<file path="src/design/hsvca_pkg.sv">
package hsvca_pkg;

    localparam int PIX_BITS = 8;
    localparam int LIMIT_BITS = 22;
    localparam int CLASS_BITS = 2;
    localparam int CFG_INDEX_BITS = 8;
    localparam int HUE_BITS = 8;

    localparam logic [CFG_INDEX_BITS-1:0] REG_RED_LIMIT = 8'd0;
    localparam logic [CFG_INDEX_BITS-1:0] REG_BLUE_LIMIT = 8'd1;

    localparam logic [LIMIT_BITS-1:0] RED_LIMIT_RESET = 22'd500;
    localparam logic [LIMIT_BITS-1:0] BLUE_LIMIT_RESET = 22'd200;

    localparam logic [CLASS_BITS-1:0] CLASS_SAFE = 2'd0;
    localparam logic [CLASS_BITS-1:0] CLASS_RED = 2'd1;
    localparam logic [CLASS_BITS-1:0] CLASS_BLUE = 2'd2;

    localparam logic [7:0] RED_SAT_MIN = 8'd120;
    localparam logic [7:0] RED_VAL_MIN = 8'd70;
    localparam logic [7:0] RED_HUE_LOW_MAX = 8'd10;
    localparam logic [7:0] RED_HUE_HIGH_MIN = 8'd170;
    localparam logic [7:0] RED_HUE_HIGH_MAX = 8'd180;
    localparam logic [7:0] BLUE_SAT_MIN = 8'd150;
    localparam logic [7:0] BLUE_HUE_MIN = 8'd100;
    localparam logic [7:0] BLUE_HUE_MAX = 8'd140;
    localparam logic [7:0] HUE_WRAP = 8'd180;

    // Commands from the controller to the datapath.
    typedef struct packed {
        logic load;      // capture a pixel into stage one
        logic advance;   // move stage one results into the count stage
        logic classify;  // frame ends in the count stage: emit class, clear counts
    } hsvca_cmd_t;

    typedef struct packed {
        logic out_full;
    } hsvca_status_t;

endpackage

</file>
<file path="src/design/hsvca_datapath.sv">
module hsvca_datapath #(
    parameter int COUNT_BITS = 22
) (
    input  logic                                aclk,
    input  logic                                aresetn,
    input  hsvca_pkg::hsvca_cmd_t               cmd,
    input  logic [hsvca_pkg::PIX_BITS-1:0]      blue_level,
    input  logic [hsvca_pkg::PIX_BITS-1:0]      green_level,
    input  logic [hsvca_pkg::PIX_BITS-1:0]      red_level,
    input  logic                                frame_end,
    input  logic [hsvca_pkg::LIMIT_BITS-1:0]    red_limit,
    input  logic [hsvca_pkg::LIMIT_BITS-1:0]    blue_limit,
    output logic [hsvca_pkg::CLASS_BITS-1:0]    frame_class
);

    // Hue is the quotient q = floor(hnum / hden) shifted by -30 plus the source base.
    // With red as the source, h = q - 30 wrapped by 180, so both red bands form one
    // range of q. With blue as the source, h = q + 90. With green as the source,
    // h stays in 30..90 and hits neither color.
    localparam int HUE_OFS = 30;
    localparam int BLUE_BASE = 120;
    localparam logic [15:0] RED_Q_LO =
        16'(int'(hsvca_pkg::RED_HUE_HIGH_MIN) - int'(hsvca_pkg::HUE_WRAP) + HUE_OFS);
    localparam logic [15:0] RED_Q_END =
        16'(int'(hsvca_pkg::RED_HUE_LOW_MAX) + HUE_OFS + 1);
    localparam logic [15:0] BLUE_Q_LO =
        16'(int'(hsvca_pkg::BLUE_HUE_MIN) - BLUE_BASE + HUE_OFS);
    localparam logic [15:0] BLUE_Q_END =
        16'(int'(hsvca_pkg::BLUE_HUE_MAX) - BLUE_BASE + HUE_OFS + 1);

    // Stage one: min, max and the numerators. Each color test compares a numerator
    // against a constant multiple of its denominator, so no quotient is formed.
    logic [7:0]  mx, mn, diff;
    logic signed [9:0] delta;
    logic        src_red, src_blue;
    logic [17:0] snum;
    logic [16:0] sden;
    logic [15:0] hnum;
    logic [8:0]  hden;
    logic        sat_red_ok, sat_blue_ok, hue_red_ok, hue_blue_ok;

    always_comb begin
        mx = red_level;
        mn = red_level;
        if (green_level > mx) mx = green_level;
        if (blue_level > mx) mx = blue_level;
        if (green_level < mn) mn = green_level;
        if (blue_level < mn) mn = blue_level;
        diff = mx - mn;
        src_red = (mx == red_level);
        src_blue = !src_red && (mx != green_level);
        if (src_red) begin
            delta = 10'($signed({2'b0, green_level})) - 10'($signed({2'b0, blue_level}));
        end else if (mx == green_level) begin
            delta = 10'($signed({2'b0, blue_level})) - 10'($signed({2'b0, red_level}));
        end else begin
            delta = 10'($signed({2'b0, red_level})) - 10'($signed({2'b0, green_level}));
        end
        snum = 18'(510 * diff) + 18'(mx);
        sden = {8'd0, mx, 1'b0};
        sat_red_ok = (mx != 8'd0) && (snum >= 18'(sden) * 18'(hsvca_pkg::RED_SAT_MIN));
        sat_blue_ok = (mx != 8'd0) && (snum >= 18'(sden) * 18'(hsvca_pkg::BLUE_SAT_MIN));
        // Hue numerator is in 0..121*diff, quotient in 0..60.
        hnum = 16'($signed(16'(60) * 16'($signed(delta))) + 16'(61 * diff));
        hden = {diff, 1'b0};
        // A grey pixel has hue zero, which lies in the low red band.
        hue_red_ok = (diff == 8'd0) || (src_red && (hnum >= 16'(hden) * RED_Q_LO)
            && (hnum < 16'(hden) * RED_Q_END));
        hue_blue_ok = (diff != 8'd0) && src_blue && (hnum >= 16'(hden) * BLUE_Q_LO)
            && (hnum < 16'(hden) * BLUE_Q_END);
    end

    logic red_px_reg, blue_px_reg, last_reg;

    always_ff @(posedge aclk) begin
        if (cmd.load) begin
            red_px_reg <= sat_red_ok && (mx >= hsvca_pkg::RED_VAL_MIN) && hue_red_ok;
            blue_px_reg <= sat_blue_ok && hue_blue_ok;
            last_reg <= frame_end;
        end
    end

    // Count stage.
    localparam logic [COUNT_BITS-1:0] CNT_MAX = '1;
    logic [COUNT_BITS-1:0] red_cnt_reg, red_cnt_next, blue_cnt_reg, blue_cnt_next;
    logic [hsvca_pkg::CLASS_BITS-1:0] class_reg;

    always_comb begin
        red_cnt_next = red_cnt_reg;
        blue_cnt_next = blue_cnt_reg;
        if (red_px_reg && red_cnt_reg != CNT_MAX) red_cnt_next = red_cnt_reg + 1'b1;
        if (blue_px_reg && blue_cnt_reg != CNT_MAX) blue_cnt_next = blue_cnt_reg + 1'b1;
    end

    always_ff @(posedge aclk) begin
        if (!aresetn) begin
            red_cnt_reg <= '0;
            blue_cnt_reg <= '0;
        end else if (cmd.advance) begin
            if (last_reg) begin
                red_cnt_reg <= '0;
                blue_cnt_reg <= '0;
            end else begin
                red_cnt_reg <= red_cnt_next;
                blue_cnt_reg <= blue_cnt_next;
            end
        end
    end

    always_ff @(posedge aclk) begin
        if (cmd.classify) begin
            if (33'(red_cnt_next) > 33'(red_limit))
                class_reg <= hsvca_pkg::CLASS_RED;
            else if (33'(blue_cnt_next) > 33'(blue_limit))
                class_reg <= hsvca_pkg::CLASS_BLUE;
            else
                class_reg <= hsvca_pkg::CLASS_SAFE;
        end
    end

    assign frame_class = class_reg;

endmodule

</file>
<file path="src/design/hsvca_ctrl.sv">
module hsvca_ctrl (
    input  logic                    aclk,
    input  logic                    aresetn,
    input  logic                    s_tvalid,
    output logic                    s_tready,
    input  logic                    s_tlast,
    output logic                    m_tvalid,
    input  logic                    m_tready,
    output hsvca_pkg::hsvca_cmd_t   cmd
);

    localparam logic [1:0] ST_EMPTY = 2'd0;
    localparam logic [1:0] ST_PIXEL = 2'd1;
    localparam logic [1:0] ST_LAST = 2'd2;

    // State tracks what stage one holds: nothing, a mid-frame pixel or a last pixel.
    logic [1:0] state_reg, state_next;
    logic out_valid_reg, out_valid_next;
    logic s_fire, out_free;

    assign out_free = !out_valid_reg || m_tready;
    // A last pixel in stage one can leave only when the output slot is free.
    always_comb begin
        cmd.advance = 1'b0;
        cmd.classify = 1'b0;
        case (state_reg)
            ST_EMPTY: ;
            ST_PIXEL: cmd.advance = 1'b1;
            ST_LAST: begin
                cmd.advance = out_free;
                cmd.classify = out_free;
            end
            default: ;
        endcase
    end

    assign s_tready = (state_reg != ST_LAST) || out_free;
    assign s_fire = s_tvalid && s_tready;
    assign cmd.load = s_fire;
    assign m_tvalid = out_valid_reg;

    always_comb begin
        state_next = state_reg;
        if (s_fire) state_next = s_tlast ? ST_LAST : ST_PIXEL;
        else if (cmd.advance) state_next = ST_EMPTY;
        out_valid_next = out_valid_reg;
        if (out_valid_reg && m_tready) out_valid_next = 1'b0;
        if (cmd.classify) out_valid_next = 1'b1;
    end

    always_ff @(posedge aclk) begin
        if (!aresetn) begin
            state_reg <= ST_EMPTY;
            out_valid_reg <= 1'b0;
        end else begin
            state_reg <= state_next;
            out_valid_reg <= out_valid_next;
        end
    end

endmodule

</file>
<file path="src/design/hsv_color_area_classifier.sv">
// One BGR pixel is accepted per clock while the input is not stalled; the HSV color
// tests are registered at the pixel transfer and the counts are updated from those
// registered results, so m_tvalid rises once the class register has been loaded from the
// frame's last pixel. Input stalls only while a frame class waits in the output register
// and another last pixel is ready to be classified. Limits are written through cfg_*.
module hsv_color_area_classifier #(
    parameter int COUNT_BITS = 22
) (
    input  logic        aclk,
    input  logic        aresetn,
    input  logic        s_tvalid,
    output logic        s_tready,
    input  logic [23:0] s_tdata,   // blue_level[7:0], green_level[15:8], red_level[23:16]
    input  logic        s_tlast,   // frame_end
    output logic        m_tvalid,
    input  logic        m_tready,
    output logic [7:0]  m_tdata,   // frame_class[1:0], zero fill above
    input  logic        cfg_valid,
    output logic        cfg_ready,
    input  logic [hsvca_pkg::CFG_INDEX_BITS-1:0] cfg_index,
    input  logic [31:0] cfg_data
);

    hsvca_pkg::hsvca_cmd_t cmd;
    logic [hsvca_pkg::LIMIT_BITS-1:0] red_limit_reg, blue_limit_reg;
    logic [hsvca_pkg::CLASS_BITS-1:0] frame_class;

    assign cfg_ready = 1'b1;

    always_ff @(posedge aclk) begin
        if (!aresetn) begin
            red_limit_reg <= hsvca_pkg::RED_LIMIT_RESET;
            blue_limit_reg <= hsvca_pkg::BLUE_LIMIT_RESET;
        end else if (cfg_valid) begin
            if (cfg_index == hsvca_pkg::REG_RED_LIMIT)
                red_limit_reg <= cfg_data[hsvca_pkg::LIMIT_BITS-1:0];
            else if (cfg_index == hsvca_pkg::REG_BLUE_LIMIT)
                blue_limit_reg <= cfg_data[hsvca_pkg::LIMIT_BITS-1:0];
        end
    end

    hsvca_ctrl u_ctrl (
        .aclk(aclk), .aresetn(aresetn),
        .s_tvalid(s_tvalid), .s_tready(s_tready), .s_tlast(s_tlast),
        .m_tvalid(m_tvalid), .m_tready(m_tready), .cmd(cmd)
    );

    hsvca_datapath #(.COUNT_BITS(COUNT_BITS)) u_dp (
        .aclk(aclk), .aresetn(aresetn), .cmd(cmd),
        .blue_level(s_tdata[7:0]), .green_level(s_tdata[15:8]),
        .red_level(s_tdata[23:16]), .frame_end(s_tlast),
        .red_limit(red_limit_reg), .blue_limit(blue_limit_reg),
        .frame_class(frame_class)
    );

    assign m_tdata = {6'd0, frame_class};

endmodule

</file>
<file path="config.mk">
export PLATFORM = sky130hd
export DESIGN_NAME = hsv_color_area_classifier
export DESIGN_NICKNAME = d
export VERILOG_FILES = /design/src/design/hsvca_pkg.sv /design/src/design/hsvca_datapath.sv /design/src/design/hsvca_ctrl.sv /design/src/design/hsv_color_area_classifier.sv
export SDC_FILE = /design/constraint.sdc
export NUM_CORES = 1
export LEC_CHECK = 0
export BUFFER_PORTS_ARGS = -buffer_cell sky130_fd_sc_hd__clkbuf_2
export CAP_MARGIN = 20
export CORE_MARGIN = 2
export CORE_UTILIZATION = 34
export DETAILED_ROUTE_END_ITERATION = 10
export GPL_TIMING_DRIVEN = 0
export SLEW_MARGIN = 20
export SYNTH_ARGS = -nofsm -noshare
export SYNTH_HDL_FRONTEND = slang
export SYNTH_HIERARCHICAL = 1
export SYNTH_SLANG_ARGS = --single-unit
</file>
<file path="constraint.sdc">
create_clock -name aclk -period 24.1 [get_ports aclk]
set_input_delay 1.205 -clock aclk [delete_from_list [all_inputs] [get_ports aclk]]
set_output_delay 1.205 -clock aclk [all_outputs]
set_load 0.02 [all_outputs]
</file>
==> results summary <==
The die area is 53900 µm². The compound-gate portion of the synthesized area was 0.151. The final setup violation count came out at 0. The number of violations reported at the end of detailed-routing iteration 0 is 682. Of the total synthesized cell area, the portion taken by XOR and XNOR cells is 0.0885.

The cell area after layout came out at 19200 µm². The post-route non-filler standard cell count is 2914. The count of pins on the block boundary is 81. The clock slew at the register clock pins of the worst setup and hold paths is 0.07 ns. The post-synthesis to final-layout area growth is 8.52%. At the worst endpoint, the arrival time is 14.94 ns.

Global routing finished with a remaining overflow of 0. The final period utilization came out at 0.617. The number of remaining DRC errors came out at 0. Ranked by instance count, the synthesized netlist is headed by 372 x sky130_fd_sc_hd__ha_1, 359 x sky130_fd_sc_hd__inv_1, 152 x sky130_fd_sc_hd__a21oi_1. Ranked by total cell area, the synthesized netlist is headed by sky130_fd_sc_hd__ha_1 26%, sky130_fd_sc_hd__fa_1 10%, sky130_fd_sc_hd__dfxtp_1 10%. The cell area that synthesis handed to floorplanning was 17700 µm².

The setup slack of the worst register-to-register path came out at 19.20 ns. The core area came out at 51400 µm². In this run the cell area measured after placement is 18900 µm². The sequential-to-total area share from yosys stat is 0.111. The initial core utilization is 0.344. The largest total area in the synthesized netlist belongs to sky130_fd_sc_hd__ha_1. The highest fanout seen on the critical path came out at 10.

In this run, CTS created clock tree buffers numbering 9. TritonCTS built the clock tree. The detail-routed net length per standard cell came out at 15.3 µm. The number of max-slew violations in the final report is 0. The post-synthesis cell type count came out at 78. Across all layers, the routed design uses 14605 vias. The critical path is of the primary input to flop type. The most frequent cell on the critical path is sky130_fd_sc_hd__ha_1. The flow ran to the end, and the final reports show no timing, DRC or antenna violations. The max-cap check violation count is 0. Static timing analysis puts the maximum clock frequency at 67.2 MHz.

The number of levels the H-tree was split into came out at 3. The number of buffers added on ports came out at 62. The number of flops mapped to enable cells by yosys is 5. By area, the combinational part of the netlist is dominated by adder cells.

The post-layout minimum cycle time came out at 14.88 ns. The hold violation count in the final report is 0. In the routed layout, each cell is associated on average with a via count of 5.01. For this design, the slowest cell found on the critical path is sky130_fd_sc_hd__mux2i_1. The post-route setup TNS is 0 ns. The total wire length after detailed routing came out at 44.6 mm. The basic-gate share of the synthesized area counting and, or, nand and nor cells came out at 0.145.

Once the clock tree was built, the setup fixing pass inserted 0 buffers. The hold buffer count at cts came out at 0. Setup repair after global routing left no endpoint under its margin.

The count of warnings emitted by yosys came out at 6. Measured against its own limit, the worst slew margin works out to 0.230. At the pin with the least slew margin, the transition time is 1.15 ns. Counting along the longest clock path gives a buffer depth of 2. The final setup skew is 0.00816 ns. The kind of end point of the critical path is a flop.

The number of nets in the final layout came out at 2762. The number of instances resized during post-cts repair is 0. The post-placement cell count came out at 2896. The worst hold path belongs to the class flop to flop.

After synthesis, the share of cell area in mux cells is 0.0435. Of the cells placed in the final design, the portion with a size suffix greater than 1 is 0.0622. The number of antenna-violating nets in the routed design came out at 0. The post-synthesis average cell area is 8.24 µm². The pin count of the biggest net entering global routing came out at 18. Hold timing on the final database bottoms out at a slack of 0.461 ns. The predominant post-synthesis flop cell is sky130_fd_sc_hd__dfxtp_1.

The fraction of synthesized cell area taken by the top area cell type is 0.263. The die is 232 µm wide. Counting every sink on the clock net gives 96. In this run the vertical extent of the chip is 232 µm. The number of global-route vias before repair came to 14765. The wire length of the first global-routing pass came out at 73.4 mm. The initial antenna violation count came out at 1. The adder-cell area share of the yosys netlist came out at 0.367. For this run, the total global-route usage over all layers was measured as 0.167. The routability congestion estimate from global placement came out at 0.892. The data required time of the worst path came out at 24.16 ns. The row count is 83.

The length of the first detailed-routing pass in iterations is 5. The biggest cell delay along the critical path came out at 0.87 ns. Detailed placement ended at an HPWL of 38.3 mm. Synthesis handed over a netlist of 2149 instances. Clock latency on the worst-skew pair, taken at its later pin, is 0.36 ns. After synthesis the netlist holds a flip-flop and latch count of 96.

The clock tree root buffer cell is sky130_fd_sc_hd__clkbuf_16. The most repeated cell in the gate-level netlist after synthesis is sky130_fd_sc_hd__ha_1. STA classifies the critical path startpoint as a primary input. Counting flops with an async set or reset pin after synthesis yields a share of 0.
[path summary, 6_finish.rpt]
path / from / to / cells after the start
worst min-delay path: red_limit_reg[3] / red_limit_reg[3] / 2
worst max register to register: u_dp/red_cnt_reg[8] / u_dp/frame_class[1] / 19
worst max-delay path: s_tdata[10] / u_dp/red_px_reg / 50
worst min register to register: red_limit_reg[3] / red_limit_reg[3] / 2
[cell families after synthesis]
kind of cell,Yosys count
AO/OA/AOI/OAI,428
AND/OR/NAND/NOR,492
adder cells (fa/ha/maj),464
buffers and inverters,415
multiplexers,73
other,2
XOR/XNOR,179
flip-flops,96
[worst max-delay path, delay by kind of cell]
kind | cells | cell delay (ns)
simple gates | 10 | 1.83
xor+xnor | 2 | 0.69
mux | 5 | 1.89
fa+ha+maj | 9 | 3.39
buf+inv | 7 | 1.25
compound gates | 17 | 4.68
[layout by cell type (no fill, tap or decap), types with 80 or more instances in the layout]
cell                      netlist  layout
sky130_fd_sc_hd__nor2_1        80      80
sky130_fd_sc_hd__ha_1         372     372
sky130_fd_sc_hd__nor2b_1       95      95
sky130_fd_sc_hd__o21ai_0       92      92
sky130_fd_sc_hd__dfxtp_1       91      91
sky130_fd_sc_hd__nand2_1      119     119
sky130_fd_sc_hd__fa_1          92      92
sky130_fd_sc_hd__inv_1        359     359
sky130_fd_sc_hd__xnor2_1      116     115
sky130_fd_sc_hd__a21oi_1      152     152
[cell type report]
class | instances | area [µm²]
Sequential cell | 96 | 1970
Multi-Input combinational cell | 1643 | 14100
Antenna cell | 1 | 2.50
Clock inverter | 7 | 77.6
Buffer | 55 | 292
Fill cell | 5247 | 32200
Inverter | 360 | 1350
Clock buffer | 9 | 225
Timing Repair Buffer | 63 | 315
Tap cell | 680 | 851
[metal layers]
| layer | share of wire | up-vias | wire, µm | global-route usage |
|---|---|---|---|---|
| li1 | - | 7408 | - | - |
| met1 | 0.45 | 6918 | 20300 | 0.207 |
| met2 | 0.49 | 220 | 22100 | 0.308 |
| met3 | 0.024 | 59 | 1070 | 0.0101 |
| met4 | 0.027 | 0 | 1210 | 0.0525 |
| met5 | 0 | - | 0 | 0 |
[through the flow]
| step | utilization | setup slack (ns) |
|---|---|---|
| after floorplan | - | 12.12 |
| final | 0.374 | 9.22 |
| after global placement | 0.367 | 9.12 |
| after global routing | 0.374 | 8.62 |
| after CTS | 0.373 | 9.44 |
| after detailed placement | 0.368 | 9.11 |
Power is left out: the tool's default activity adds up to more than one toggle a clock period on the data nets, which glitch-free logic cannot reach.
